==> config.mk <==
export PLATFORM = sky130hd
export DESIGN_NAME = rotation_activity_odometer_unit
export DESIGN_NICKNAME = d
export VERILOG_FILES = /design/src/sv/rao_pkg.sv /design/src/sv/rao_cfg_regs.sv /design/src/sv/rao_supply_scale.sv /design/src/sv/rao_core.sv /design/src/sv/rotation_activity_odometer_unit.sv
export VERILOG_INCLUDE_DIRS = /design/src /design/src/sv
export SDC_FILE = /design/constraint.sdc
export NUM_CORES = 2
export LEC_CHECK = 0
export ABC_CLOCK_PERIOD_IN_PS = 13800
export CAP_MARGIN = 30
export CORE_AREA = 2 2 296 445
export CTS_BUF_LIST = sky130_fd_sc_hd__clkbuf_4 sky130_fd_sc_hd__clkbuf_8
export CTS_CLUSTER_DIAMETER = 30
export DETAILED_ROUTE_END_ITERATION = 7
export DIE_AREA = 0 0 298 447
export DONT_BUFFER_PORTS = 1
export PLACE_DENSITY = 0.78
export SLEW_MARGIN = 5
export SYNTH_ARGS = -nofsm -noshare
export SYNTH_HDL_FRONTEND = slang
export SYNTH_SLANG_ARGS = --single-unit
==> constraint.sdc <==
create_clock -name clk -period 13.8 [get_ports clk]
set_clock_uncertainty 0.2 [all_clocks]
set_input_delay 0 -clock clk [delete_from_list [all_inputs] [get_ports clk]]
set_output_delay 0 -clock clk [all_outputs]
set_load 0.005 [all_outputs]
==> src/sv/assert_macros.svh <==
// Assertion macros used by the odometer RTL.
// Every macro assumes a clock named clk and an active-low reset named rst_n.
`ifndef ASSERT_MACROS_SVH
`define ASSERT_MACROS_SVH

// Property that must hold at every clock edge outside reset.
`define RAO_ASSERT_ALWAYS(label, prop, msg) \
  label: assert property (@(posedge clk) disable iff (!rst_n) (prop)) else $error(msg);

// When ante holds, cons must hold in the next cycle.
`define RAO_ASSERT_NEXT(label, ante, cons, msg) \
  label: assert property (@(posedge clk) disable iff (!rst_n) (ante) |=> (cons)) else $error(msg);

`endif

==> src/sv/rao_pkg.sv <==
// Shared types, constants and arithmetic helpers for the rotation activity odometer.
// No dependencies.
`default_nettype none

package rao_pkg;

  typedef enum logic [1:0] {
    CMD_ROTATION    = 2'd0,
    CMD_POLL        = 2'd1,
    CMD_END_SESSION = 2'd2,
    CMD_PRELOAD     = 2'd3
  } rao_cmd_t;

  typedef enum logic [1:0] {
    CAUSE_NONE        = 2'd0,
    CAUSE_INTERVAL    = 2'd1,
    CAUSE_LOW_VOLTAGE = 2'd2,
    CAUSE_SESSION_END = 2'd3
  } rao_cause_t;

  // Configuration register indexes
  localparam logic [2:0] REG_LV_SAVE_EN   = 3'd0;
  localparam logic [2:0] REG_LV_THRESHOLD = 3'd1;
  localparam logic [2:0] REG_TIMEOUT      = 3'd2;
  localparam logic [2:0] REG_ROT_PER_SAVE = 3'd3;
  localparam logic [2:0] REG_MIN_SAVE_GAP = 3'd4;
  localparam logic [2:0] REG_GLITCH_FLOOR = 3'd5;

  localparam int CfgIndexW = 3;
  localparam int CfgDataW  = 22;
  localparam int MvW       = 14;
  localparam int AdcW      = 12;

  localparam logic [15:0] TIMEOUT_RST      = 16'd3000;
  localparam logic [19:0] ROT_PER_SAVE_RST = 20'd2500;
  localparam logic [21:0] MIN_SAVE_GAP_RST = 22'd60000;
  localparam logic [13:0] GLITCH_FLOOR_RST = 14'd1500;

  // floor(x/1000) for any 32-bit x: (x * 274877907) >> 38 is exact
  localparam logic [28:0] DIV1000_RECIP = 29'd274877907;
  // adc*9900/4095 == adc*220/91; floor(y/91) == (y * 1474921) >> 27 for y < 2^20
  localparam logic [7:0]  ADC_SCALE_NUM = 8'd220;
  localparam logic [20:0] DIV91_RECIP   = 21'd1474921;

  typedef struct packed {
    logic        lv_save_en;
    logic [13:0] lv_threshold_mv;
    logic [15:0] idle_timeout_ms;
    logic [19:0] rotations_per_save;
    logic [21:0] min_save_gap_ms;
    logic [13:0] glitch_floor_mv;
  } rao_cfg_t;

  typedef struct packed {
    rao_cmd_t    command;
    logic [31:0] time_ms;
    logic [11:0] adc_sample;
    logic [31:0] load_rotations;
    logic [31:0] load_seconds;
    logic [31:0] load_session_number;
  } rao_item_t;

  typedef struct packed {
    logic [31:0] total_rotations;
    logic [31:0] current_session_rotations;
    logic [31:0] total_active_seconds;
    logic [31:0] current_session_seconds;
    logic [31:0] session_number;
    logic        is_active_now;
    logic        save_request;
    rao_cause_t  save_cause;
    logic [13:0] supply_mv;
  } rao_result_t;

  function automatic logic [31:0] div1000(input logic [31:0] x);
    logic [60:0] p;
    p = 61'(x) * 61'(DIV1000_RECIP);
    return {9'd0, p[60:38]};
  endfunction

endpackage

`default_nettype wire

==> src/sv/rao_cfg_regs.sv <==
// Configuration register bank of the odometer, written through a plain write port.
// Depends on rao_pkg.
`default_nettype none

module rao_cfg_regs (
  input  wire logic                          clk,
  input  wire logic                          rst_n,
  input  wire logic                          cfg_we,
  input  wire logic [rao_pkg::CfgIndexW-1:0] cfg_index,
  input  wire logic [rao_pkg::CfgDataW-1:0]  cfg_wdata,
  output rao_pkg::rao_cfg_t                  cfg
);

  rao_pkg::rao_cfg_t cfg_r, cfg_nxt;

  always_comb begin
    cfg_nxt = cfg_r;
    if (cfg_we) begin
      case (cfg_index)
        rao_pkg::REG_LV_SAVE_EN:   cfg_nxt.lv_save_en         = cfg_wdata[0];
        rao_pkg::REG_LV_THRESHOLD: cfg_nxt.lv_threshold_mv    = cfg_wdata[13:0];
        rao_pkg::REG_TIMEOUT:      cfg_nxt.idle_timeout_ms    = cfg_wdata[15:0];
        rao_pkg::REG_ROT_PER_SAVE: cfg_nxt.rotations_per_save = cfg_wdata[19:0];
        rao_pkg::REG_MIN_SAVE_GAP: cfg_nxt.min_save_gap_ms    = cfg_wdata[21:0];
        rao_pkg::REG_GLITCH_FLOOR: cfg_nxt.glitch_floor_mv    = cfg_wdata[13:0];
        default: ;
      endcase
    end
  end

  always_ff @(posedge clk) begin
    if (!rst_n) begin
      cfg_r.lv_save_en         <= 1'b0;
      cfg_r.lv_threshold_mv    <= '0;
      cfg_r.idle_timeout_ms    <= rao_pkg::TIMEOUT_RST;
      cfg_r.rotations_per_save <= rao_pkg::ROT_PER_SAVE_RST;
      cfg_r.min_save_gap_ms    <= rao_pkg::MIN_SAVE_GAP_RST;
      cfg_r.glitch_floor_mv    <= rao_pkg::GLITCH_FLOOR_RST;
    end else begin
      cfg_r <= cfg_nxt;
    end
  end

  assign cfg = cfg_r;

endmodule

`default_nettype wire

==> src/sv/rao_supply_scale.sv <==
// Converts a raw 12-bit supply ADC sample to millivolts (full scale 9900 mV).
// Depends on rao_pkg.
`default_nettype none

module rao_supply_scale (
  input  wire logic [rao_pkg::AdcW-1:0] adc_sample,
  output logic      [rao_pkg::MvW-1:0]  mv
);

  logic [19:0] scaled;
  logic [40:0] prod;

  // 220 is a constant: shift-and-add, then one reciprocal multiply for /91
  assign scaled = 20'(adc_sample) * 20'(rao_pkg::ADC_SCALE_NUM);
  assign prod   = 41'(scaled) * 41'(rao_pkg::DIV91_RECIP);
  assign mv     = prod[40:27];

endmodule

`default_nettype wire

==> src/sv/rao_core.sv <==
// Odometer state and per-command update logic; one item per step strobe.
// Depends on rao_pkg, rao_supply_scale and assert_macros.svh.
`default_nettype none
`include "assert_macros.svh"

module rao_core (
  input  wire logic               clk,
  input  wire logic               rst_n,
  input  wire logic               step,
  input  wire rao_pkg::rao_item_t item,
  input  wire rao_pkg::rao_cfg_t  cfg,
  output rao_pkg::rao_result_t    res
);

  logic [31:0] life_r, life_nxt;
  logic [31:0] sess_r, sess_nxt;
  logic [31:0] lsec_r, lsec_nxt;
  logic [31:0] ssec_r, ssec_nxt;
  logic [31:0] last_rot_r, last_rot_nxt;
  logic [31:0] start_r, start_nxt;
  logic        open_r, open_nxt;
  logic [31:0] cals_r, cals_nxt;
  logic [31:0] tls_r, tls_nxt;
  logic [13:0] cache_r, cache_nxt;
  logic [31:0] id_r, id_nxt;

  logic [13:0] mv_raw;
  logic [31:0] life_inc;
  logic        int_save;
  logic        lv_save;
  logic [13:0] supply;
  logic [31:0] open_add;
  logic [31:0] closed_secs;

  rao_supply_scale u_scale (
    .adc_sample (item.adc_sample),
    .mv         (mv_raw)
  );

  assign life_inc    = life_r + 32'd1;
  assign closed_secs = rao_pkg::div1000(last_rot_r - start_r);

  always_comb begin
    life_nxt     = life_r;
    sess_nxt     = sess_r;
    lsec_nxt     = lsec_r;
    ssec_nxt     = ssec_r;
    last_rot_nxt = last_rot_r;
    start_nxt    = start_r;
    open_nxt     = open_r;
    cals_nxt     = cals_r;
    tls_nxt      = tls_r;
    cache_nxt    = cache_r;
    id_nxt       = id_r;
    supply       = cache_r;
    int_save     = 1'b0;
    lv_save      = 1'b0;
    res          = '0;

    case (item.command)
      rao_pkg::CMD_ROTATION: begin
        life_nxt     = life_inc;
        sess_nxt     = sess_r + 32'd1;
        last_rot_nxt = item.time_ms;
        if (!open_r) begin
          start_nxt = item.time_ms;
          open_nxt  = 1'b1;
        end
        int_save = (life_inc - cals_r) >= {12'd0, cfg.rotations_per_save};
        if (cfg.lv_save_en) begin
          // low readings are glitches: fall back to the cache when it holds one
          if (mv_raw < cfg.glitch_floor_mv) begin
            supply = (cache_r != '0) ? cache_r : mv_raw;
          end else begin
            supply    = mv_raw;
            cache_nxt = mv_raw;
          end
          lv_save = !int_save && (supply <= cfg.lv_threshold_mv) &&
                    (life_inc != cals_r) &&
                    ((item.time_ms - tls_r) >= {10'd0, cfg.min_save_gap_ms});
        end
        if (int_save || lv_save) begin
          cals_nxt = life_inc;
          tls_nxt  = item.time_ms;
        end
      end
      rao_pkg::CMD_POLL: begin
        if (open_r && ((item.time_ms - last_rot_r) >= {16'd0, cfg.idle_timeout_ms})) begin
          lsec_nxt = lsec_r + closed_secs;
          ssec_nxt = ssec_r + closed_secs;
          open_nxt = 1'b0;
        end
      end
      rao_pkg::CMD_PRELOAD: begin
        life_nxt = item.load_rotations;
        lsec_nxt = item.load_seconds;
        id_nxt   = item.load_session_number;
        sess_nxt = '0;
        ssec_nxt = '0;
        cals_nxt = item.load_rotations;
      end
      default: ;
    endcase

    // report reflects the command's effect, but the counts before a session end
    open_add = open_nxt ? rao_pkg::div1000(item.time_ms - start_nxt) : 32'd0;
    res.total_rotations           = life_nxt;
    res.current_session_rotations = sess_nxt;
    res.total_active_seconds      = lsec_nxt + open_add;
    res.current_session_seconds   = ssec_nxt + open_add;
    res.session_number            = id_nxt;
    res.is_active_now             = open_nxt;
    res.supply_mv                 = supply;
    if (int_save) begin
      res.save_request = 1'b1;
      res.save_cause   = rao_pkg::CAUSE_INTERVAL;
    end else if (lv_save) begin
      res.save_request = 1'b1;
      res.save_cause   = rao_pkg::CAUSE_LOW_VOLTAGE;
    end

    if (item.command == rao_pkg::CMD_END_SESSION) begin
      res.save_request = 1'b1;
      res.save_cause   = rao_pkg::CAUSE_SESSION_END;
      cals_nxt         = life_r;
      tls_nxt          = item.time_ms;
      id_nxt           = id_r + 32'd1;
      sess_nxt         = '0;
      ssec_nxt         = '0;
    end
  end

  always_ff @(posedge clk) begin
    if (!rst_n) begin
      life_r     <= '0;
      sess_r     <= '0;
      lsec_r     <= '0;
      ssec_r     <= '0;
      last_rot_r <= '0;
      start_r    <= '0;
      open_r     <= 1'b0;
      cals_r     <= '0;
      tls_r      <= '0;
      cache_r    <= '0;
      id_r       <= 32'd1;
    end else if (step) begin
      life_r     <= life_nxt;
      sess_r     <= sess_nxt;
      lsec_r     <= lsec_nxt;
      ssec_r     <= ssec_nxt;
      last_rot_r <= last_rot_nxt;
      start_r    <= start_nxt;
      open_r     <= open_nxt;
      cals_r     <= cals_nxt;
      tls_r      <= tls_nxt;
      cache_r    <= cache_nxt;
      id_r       <= id_nxt;
    end
  end

  `RAO_ASSERT_ALWAYS(a_cause_iff_save,
    res.save_request == (res.save_cause != rao_pkg::CAUSE_NONE),
    "save cause and request disagree")
  `RAO_ASSERT_NEXT(a_rotation_counts, step && (item.command == rao_pkg::CMD_ROTATION),
    (life_r == $past(life_r) + 32'd1) && open_r,
    "rotation did not count or open a period")
  `RAO_ASSERT_NEXT(a_hold_when_idle, !step,
    $stable(life_r) && $stable(id_r) && $stable(open_r) && $stable(cals_r),
    "state moved without a step")
  `RAO_ASSERT_NEXT(a_session_end, step && (item.command == rao_pkg::CMD_END_SESSION),
    (sess_r == '0) && (ssec_r == '0) && (id_r == $past(id_r) + 32'd1),
    "session end did not start a new session")

endmodule

`default_nettype wire

==> src/sv/rotation_activity_odometer_unit.sv <==
// Rotation activity odometer. Takes one command per input transfer (tuser carries the
// command) and returns exactly one result transfer per command, in order. Throughput is
// one command per clock unless the output stalls: the item sits in an input register,
// the whole state update (one divide-by-1000 reciprocal multiply on each seconds path,
// one reciprocal multiply for the ADC scaling) settles before the result register, and
// the state feedback closes in that same cycle. The input side keeps accepting while a
// result waits in the output register, stalling only when both hold an item and
// out_tready is low. Configuration writes take effect on the next clock and belong
// between commands only, with no command in flight.
// Depends on rao_pkg, rao_cfg_regs, rao_core.
`default_nettype none

module rotation_activity_odometer_unit (
  input  wire logic                          clk,
  input  wire logic                          rst_n,
  input  wire logic                          in_tvalid,
  output logic                               in_tready,
  // [31:0] time_ms, [43:32] adc_sample, [75:44] load_rotations,
  // [107:76] load_seconds, [139:108] load_session_number, [143:140] zero
  input  wire logic [143:0]                  in_tdata,
  // [1:0] command
  input  wire logic [1:0]                    in_tuser,
  output logic                               out_tvalid,
  input  wire logic                          out_tready,
  // [31:0] total_rotations, [63:32] current_session_rotations,
  // [95:64] total_active_seconds, [127:96] current_session_seconds,
  // [159:128] session_number, [160] is_active_now, [161] save_request,
  // [163:162] save_cause, [177:164] supply_mv, [183:178] zero
  output logic [183:0]                       out_tdata,
  input  wire logic                          cfg_we,
  input  wire logic [rao_pkg::CfgIndexW-1:0] cfg_index,
  input  wire logic [rao_pkg::CfgDataW-1:0]  cfg_wdata
);

  rao_pkg::rao_cfg_t    cfg;
  rao_pkg::rao_item_t   item_r, item_nxt;
  rao_pkg::rao_result_t res;
  rao_pkg::rao_result_t res_r, res_nxt;
  logic                 in_v_r, in_v_nxt;
  logic                 out_v_r, out_v_nxt;
  logic                 advance;
  logic                 in_xfer;

  rao_cfg_regs u_cfg (
    .clk       (clk),
    .rst_n     (rst_n),
    .cfg_we    (cfg_we),
    .cfg_index (cfg_index),
    .cfg_wdata (cfg_wdata),
    .cfg       (cfg)
  );

  rao_core u_core (
    .clk   (clk),
    .rst_n (rst_n),
    .step  (advance),
    .item  (item_r),
    .cfg   (cfg),
    .res   (res)
  );

  // item moves into the result register when that register is free or being drained
  assign advance   = in_v_r && (!out_v_r || out_tready);
  assign in_tready = !in_v_r || advance;
  assign in_xfer   = in_tvalid && in_tready;

  always_comb begin
    item_nxt = item_r;
    if (in_xfer) begin
      item_nxt.command             = rao_pkg::rao_cmd_t'(in_tuser);
      item_nxt.time_ms             = in_tdata[31:0];
      item_nxt.adc_sample          = in_tdata[43:32];
      item_nxt.load_rotations      = in_tdata[75:44];
      item_nxt.load_seconds        = in_tdata[107:76];
      item_nxt.load_session_number = in_tdata[139:108];
    end
    in_v_nxt = in_xfer ? 1'b1 : (advance ? 1'b0 : in_v_r);

    res_nxt   = advance ? res : res_r;
    out_v_nxt = advance ? 1'b1 : (out_tready ? 1'b0 : out_v_r);
  end

  always_ff @(posedge clk) begin
    if (!rst_n) begin
      in_v_r  <= 1'b0;
      out_v_r <= 1'b0;
    end else begin
      in_v_r  <= in_v_nxt;
      out_v_r <= out_v_nxt;
    end
  end

  always_ff @(posedge clk) begin
    item_r <= item_nxt;
    res_r  <= res_nxt;
  end

  assign out_tvalid = out_v_r;
  assign out_tdata  = {6'd0, res_r.supply_mv, res_r.save_cause, res_r.save_request,
                       res_r.is_active_now, res_r.session_number,
                       res_r.current_session_seconds, res_r.total_active_seconds,
                       res_r.current_session_rotations, res_r.total_rotations};

endmodule

`default_nettype wire

## Yosys cells after proc, flatten, opt, wreduce, memory -nomap -nowiden

Cells that the tools add are included.

| word-level totals | value |
|---|---|
| register bits | 712 |
| output and inout port bits | 186 |

| cells by class | value |
|---|---|
| multiply operators | 4 |
| equality and inequality tests | 10 |
| magnitude comparators | 5 |
| add/subtract/negate cells | 12 |
| reductions and logical operators | 31 |
| bitwise gates (word level) | 1 |
| mux-type cells | 37 |

Operator list:

| kind | count |
|---|---|
| two-way mux 32 bit | 13 |
| one-hot mux 32 bit (2 select lines) | 5 |
| subtractor 32 bit | 5 |
| multiplier 32 x 29 -> 61 bit, second input constant | 2 |
| adder 32 x 1 -> 32 bit, second input constant | 3 |
| two-way mux 14 bit | 6 |
| adder 32 x 23 -> 32 bit | 2 |
| adder 32 bit | 2 |
| multiplier 18 x 21 -> 39 bit, second input constant | 1 |
| >= comparator 32 x 16 -> 1 bit | 1 |
| >= comparator 32 x 20 -> 1 bit | 1 |
| >= comparator 32 x 22 -> 1 bit | 1 |
| != test 32 bit | 1 |
| two-way mux 23 bit | 1 |
| multiplier 12 x 6 -> 18 bit, second input constant | 1 |
| less-or-equal comparator 14 bit | 1 |
| less-than comparator 14 bit | 1 |
| AND reduction 2 bit | 7 |
| nonzero test 14 bit | 1 |
| two-way mux 1 bit | 9 |
| nonzero test 2 bit | 4 |
| == test 3 x 2 -> 1 bit, second input constant | 2 |
| == test 3 bit, second input constant | 2 |
| logical AND 1 bit | 6 |
| 16 further kinds | 22 |

## Longest topological paths before layout

| depth | value |
|---|---|
| depth after elaboration | 16 |
| mapped depth | 70 |
| gate-level depth less buffers | 67 |

## Modules after synthesis

Synthesis repeated with hierarchy kept, for this count alone.

| second synthesis, totals | value |
|---|---|
| cell total of the unflattened synthesis | 8364 |
| area, all modules | 78579.1 um^2 |

By module, submodules not included:

| module | times used | area each (um^2) | cells an instance |
|---|---|---|---|
| rao_core | 1 | 59092.9 | 7018 |
| rotation_activity_odometer_unit | 1 | 9761.9 | 336 |
| rao_supply_scale | 1 | 6319.8 | 683 |
| rao_cfg_regs | 1 | 3404.5 | 327 |

## Worst setup path after synthesis

No wires, ideal clock.

| path | value |
|---|---|
| path type | register to register |
| start | reg item_r[140] in the netlist's numbering |
| end | reg res_r, in the netlist out_tdata[127] (data pin) |
| path buffers | 3 |
| arrival | 14122 ps |
| library setup time | 264 ps |
| path slack | -786 ps |
| stages on the path, launching flop included | 65 |
| cells stage by stage | edfxtp_1 > inv_1 > ha_1 > clkbuf_1 > nand2_1 > clkbuf_1 > clkbuf_1 > nand2_1 > o21ai_0 > ha_1 > inv_1 > fa_1 > a21o_1 > a21oi_1 > o21bai_1 > a21oi_1 > o21bai_1 > a41o_1 > (+29 left out) > o41a_1 > a221o_1 > a31o_2 > a21o_1 > a21oi_1 > xor2_1 > nor2_1 > ha_1 > and3_1 > nand3_1 > o21a_1 > a311oi_1 > a41o_1 > o41ai_1 > a211oi_1 > and2_1 > nand4_1 > xnor2_1 |

RTL lines:

| element | RTL line | source |
|---|---|---|
| from (decl) | rotation_activity_odometer_unit.sv:36 | `rao_pkg::rao_item_t item_r, item_nxt;` |
| from (signal assigned) | rotation_activity_odometer_unit.sv:94 | `item_r <= item_nxt;` |
| to (signal assigned) | rotation_activity_odometer_unit.sv:95 | `res_r <= res_nxt;` |
| to (decl) | rotation_activity_odometer_unit.sv:38 | `rao_pkg::rao_result_t res_r, res_nxt;` |

## Worst setup path after layout

| path | value |
|---|---|
| start | reg item_r[102] in the netlist's numbering |
| end | reg u_core.cals_r[4] |

| on the way | value |
|---|---|
| cells in the longest elaborated chain, start to end | 15 |

RTL lines:

| element | RTL line | source |
|---|---|---|
| multiplier 12 x 6 -> 18 bit * | rao_supply_scale.sv:14 | `assign scaled = 20'(adc_sample) * 20'(rao_pkg::ADC_SCALE_NUM);` |
| multiplier 18 x 21 -> 39 bit * | rao_supply_scale.sv:15 | `assign prod = 41'(scaled) * 41'(rao_pkg::DIV91_RECIP);` |
| named net u_core.mv_raw[11] | rao_core.sv:27 | `logic [13:0] mv_raw;` |
| less-than comparator 14 bit / two-way mux 14 bit (equally long branches) | rao_core.sv:72, rao_core.sv:73 |  |
| two-way mux 14 bit * | rao_core.sv:72 | `if (mv_raw < cfg.glitch_floor_mv) begin` |
| two-way mux 14 bit * | rao_core.sv:70 | `if (cfg.lv_save_en) begin` |
| two-way mux 14 bit * | rao_core.sv:60 | `case (item.command)` |
| less-or-equal comparator 14 bit * | rao_core.sv:78 | `lv_save = !int_save && (supply <= cfg.lv_threshold_mv) &&` |
| logical AND 1 bit * (2 in series) | rao_core.sv:78 |  |
| logical AND 1 bit * | rao_core.sv:79 | `(life_inc != cals_r) &&` |
| two-way mux 1 bit * | rao_core.sv:70 |  |
| two-way mux 1 bit * | rao_core.sv:60 |  |
| logical OR 1 bit * | rao_core.sv:82 | `if (int_save \|\| lv_save) begin` |
| != test 3 x 1 -> 1 bit (no line) * | - |  |
| AND reduction 3 bit (no line) * | - |  |
| to (signal assigned) | rao_core.sv:154 | `cals_r <= cals_nxt;` |
| to (decl) | rao_core.sv:22 | `logic [31:0] cals_r, cals_nxt;` |

Mark *: on every way through the listed nets, which the timed path passes. The rest lies on a longest branch. The select of a mux whose other input is x is not followed.
A chain may end at the register's enable or synchronous reset.

==> impl_results.rst <==
.. list-table::
   :header-rows: 1

   * - Metric
     - Value
   * - Clock Pin Slew Worst Setup and Hold Paths
     - 0.08 ns
   * - Portion of the clock cycle consumed by the worst path in the final layout
     - 103%
   * - Failing checks
     - DRC, setup timing
   * - First-pass GRT wire length
     - 397 mm
   * - Clock net sink count
     - 712
   * - Yosys warnings
     - 0
   * - Clk Tree Root Cell
     - clkbuf_8
   * - Category of the most critical setup path
     - reg2reg
   * - Clock tree from TritonCTS
     - yes
   * - Count of endpoints failing setup in the final report
     - 68
   * - Summed instance area of the synthesized netlist
     - 77100 µm²
   * - Global Route Usage Sum
     - 38.4%
   * - Number of antenna-violating nets in the routed design
     - 0
   * - Worst slack on hold paths
     - 0.0498 ns
   * - Number of placement rows
     - 162
   * - Yosys reg bits
     - 712
   * - Critical path launch point type
     - flip-flop
   * - Num CTS Buffers
     - 142
   * - Cell accounting for the most synthesized area
     - ha_1
   * - Starting DRC count in detailed routing
     - 6031
   * - Latest clock arrival within the worst-skew pair
     - 0.93 ns
   * - Post-detailed-route via-to-cell ratio
     - 6.07
   * - Number of instances in the synthesized netlist
     - 8261
   * - Fin area
     - 95300 µm²
   * - Number of levels in the clock H-tree
     - 4
   * - RSZ-0062 raised after global routing
     - true
   * - Standard cell with the maximum stage delay on the critical path
     - fa_2
   * - Die height
     - 447 µm
   * - Fmax
     - 0.0705 GHz
   * - Top FF cell, synth
     - dfxtp_1
   * - Routed length per instance
     - 23.3 µm
   * - Die Outline Area
     - 133000 µm²
   * - Router iterations before antenna repair
     - 8
   * - DR DRC count
     - 9
   * - Placed wire-length estimate after detailed placement
     - 186 mm
   * - Final WL
     - 262 mm
   * - Arrival time of data at the critical path endpoint
     - 14.70 ns
   * - Worst path required time
     - 14.32 ns
   * - Fraction of final layout cells with drive strength greater than 1
     - 16.9%
   * - Maxcap violations
     - 0
   * - Count of unique library cells instantiated by Yosys
     - 104
   * - Max-slew violation total from the final report
     - 0
   * - Slew of the pin with the lowest slew margin
     - 1.28 ns
   * - EDFF count, synth
     - 320
   * - Area share of the leading cell type in the synthesized netlist
     - 21.0%
   * - Run status
     - finished with violations
   * - Worst min-delay path category
     - in2reg
   * - Max incr delay on CP
     - 0.60 ns
   * - Setup WS post-layout
     - -0.379 ns
   * - Inst Count DP
     - 10466
   * - Net count of the finished layout
     - 11571
   * - Max Buffers Root-to-Sink
     - 3
   * - Sum of negative setup slack
     - -18.58 ns
   * - Non-filler cells, final
     - 11248
   * - Quantity of I/O buffers inserted on ports
     - 0
   * - Number of antenna violations at the first check in global routing
     - 12
   * - Fraction of synthesis flops using an asynchronous set or reset pin
     - 0%
   * - Synth area leaders
     - ha_1, fa_1, edfxtp_1
   * - Pin count of the biggest net entering global routing
     - 181
   * - Vias in the first global route
     - 71957
   * - P&R area growth vs syn
     - 23.6%
   * - Placed cell area
     - 84000 µm²
   * - Reg2Reg Setup Slack
     - -0.38 ns
   * - Hold Violations, Final
     - 0
   * - Syn avg cell area
     - 9.34 µm²
   * - Die Span X
     - 298 µm
   * - Via Count
     - 68230
   * - Initial core utilization
     - 59.6%
   * - Kind of end point of the critical path
     - flip-flop
   * - Slew Limit Headroom
     - 14.8%
   * - Core outline area
     - 129000 µm²
   * - Boundary pin count
     - 362
   * - Gpl congestion
     - 1.04
   * - Aggregate global routing overflow
     - 0
   * - Peak fanout along the critical path
     - 4
   * - Filler cell count in the final layout
     - 8743
   * - Post-layout min period
     - 14.18 ns
   * - Register area share after synthesis
     - 22.6%
[cells by family (layout without fill, tap and decap cells)]
family / Yosys count / in the layout / synth area share [%]
adders and majority gates: 2001 / 2001 / 39.4
DFF: 712 / 712 / 22.6
xor gates and xnor gates: 325 / 325 / 3.69
muxes: 155 / 155 / 2.10
and+or+nand+nor: 1829 / 1829 / 10.9
buffers and inverters: 1685 / 2932 / 8.29
other: 1 / 19 / 0.00486
AOI/OAI and AO/OA: 1553 / 1553 / 13.0
[layer usage]
layer	wire length [µm]	vias to the layer above	GRT usage [%]	share of wire (%)
met5	21	-	0	0.0080
met4	26800	2	31.4	10
met3	21200	1435	8.20	8.1
met2	126000	3852	66.3	48
met1	87600	32652	40.2	33
li1	-	30289	-	-
[final timing paths]
check                           depth (start not counted)          endpoint              from
worst max-delay path                                   60  u_core.cals_r[4]       item_r[102]
worst min-delay path                                    2        item_r[77]      in_tdata[57]
worst max register to register                         60  u_core.cals_r[4]       item_r[102]
worst min register to register                          2  u_core.tls_r[28]  u_core.tls_r[28]
[synth_stat cells (all sizes together), types with 14 or more instances]
master	instances
fa	708
a21oi	480
nand2b	63
or3	33
o21ai	312
and3	47
buf	48
a22oi	97
a221o	19
a211o	14
nand4	65
or2	25
nor2b	52
o21a	64
xor2	117
nand2	613
o31ai	24
nand3	177
xnor2	208
a21boi	18
o21bai	40
edfxtp	320
nor3	120
a21o	151
a2111oi	22
ha	1293
dfxtp	392
mux2	51
clkbuf	188
mux2i	104
and2	48
nor2	502
o22ai	25
and4	14
a211oi	75
o211ai	56
nor4	25
inv	1449
nand3b	14
a31oi	31
[layout make-up]
class | instances | area, µm² | share of cell area [%]
clock inverters | 81 | 1040 | 1.10
repair buffers | 1220 | 10800 | 11.3
well taps | 1722 | 2150 | 2.26
flip-flops and latches | 712 | 17500 | 18.3
diodes | 13 | 32.5 | 0.0341
inverters | 1449 | 5450 | 5.72
clock buffers | 182 | 2370 | 2.48
multi-input cells | 5869 | 56000 | 58.8
[sequential cells by signal (all words and copies together), names as in the netlist]
signal	cells
u_cfg.cfg	87
item_r	142
in_v_r	1
out_tdata	178
u_core.last_rot_r	32
u_core.id_r	32
u_core.life_r	32
u_core.sess_r	32
u_core.cals_r	32
out_tvalid	1
u_core.cache_r	14
u_core.tls_r	32
u_core.ssec_r	32
u_core.open_r	1
u_core.start_r	32
u_core.lsec_r	32
[worst max-delay path, delay by kind of cell, from the launching register on]
kind	cells	cell delay (ns)
buffers and inverters	9	0.82
and+or+nand+nor	11	1.34
adders and majority gates	13	5.38
muxes	2	0.55
AOI/OAI and AO/OA	23	4.56
DFF	1	0.51
xor gates and xnor gates	2	0.64
[layout by cell type, fill, tap and decap left out, types with 112 or more instances in the layout]
cell	synthesis	final
fa_1	708	694
ha_1	1293	1238
buf_4	13	756
dlygate4sd3_1	0	390
nand3_1	176	133
clkbuf_8	0	160
xnor2_1	208	179
a21o_1	151	150
edfxtp_1	320	320
nand2_1	613	603
nor2_1	502	469
inv_1	1448	1431
dfxtp_1	392	392
a21oi_1	478	426
o21ai_0	293	226
nor3_1	120	112
[per-stage QoR]
step / setup slack (ns) / utilization (%)
3_5_place_dp: -0.879 / 65.0
2_1_floorplan: -0.106 / -
3_3_place_gp: -0.746 / 64.9
4_1_cts: -0.310 / 72.0
5_1_grt: -0.813 / 73.7
6_report: -0.379 / 73.7
[what timing repair did]
action | 4_1_cts | 5_1_grt
endpoints found under the setup margin | 92 | 109
gates resized for setup | 275 | 334
endpoints found under the hold margin | 591 | 0
buffers inserted | 44 | 64
gates cloned | 13 | 1
pin swaps | 144 | 239
hold buffers | 392 | 0
Power is not shown: default switching activity piles up to over one toggle a cycle in this logic, so the estimate is an artifact.
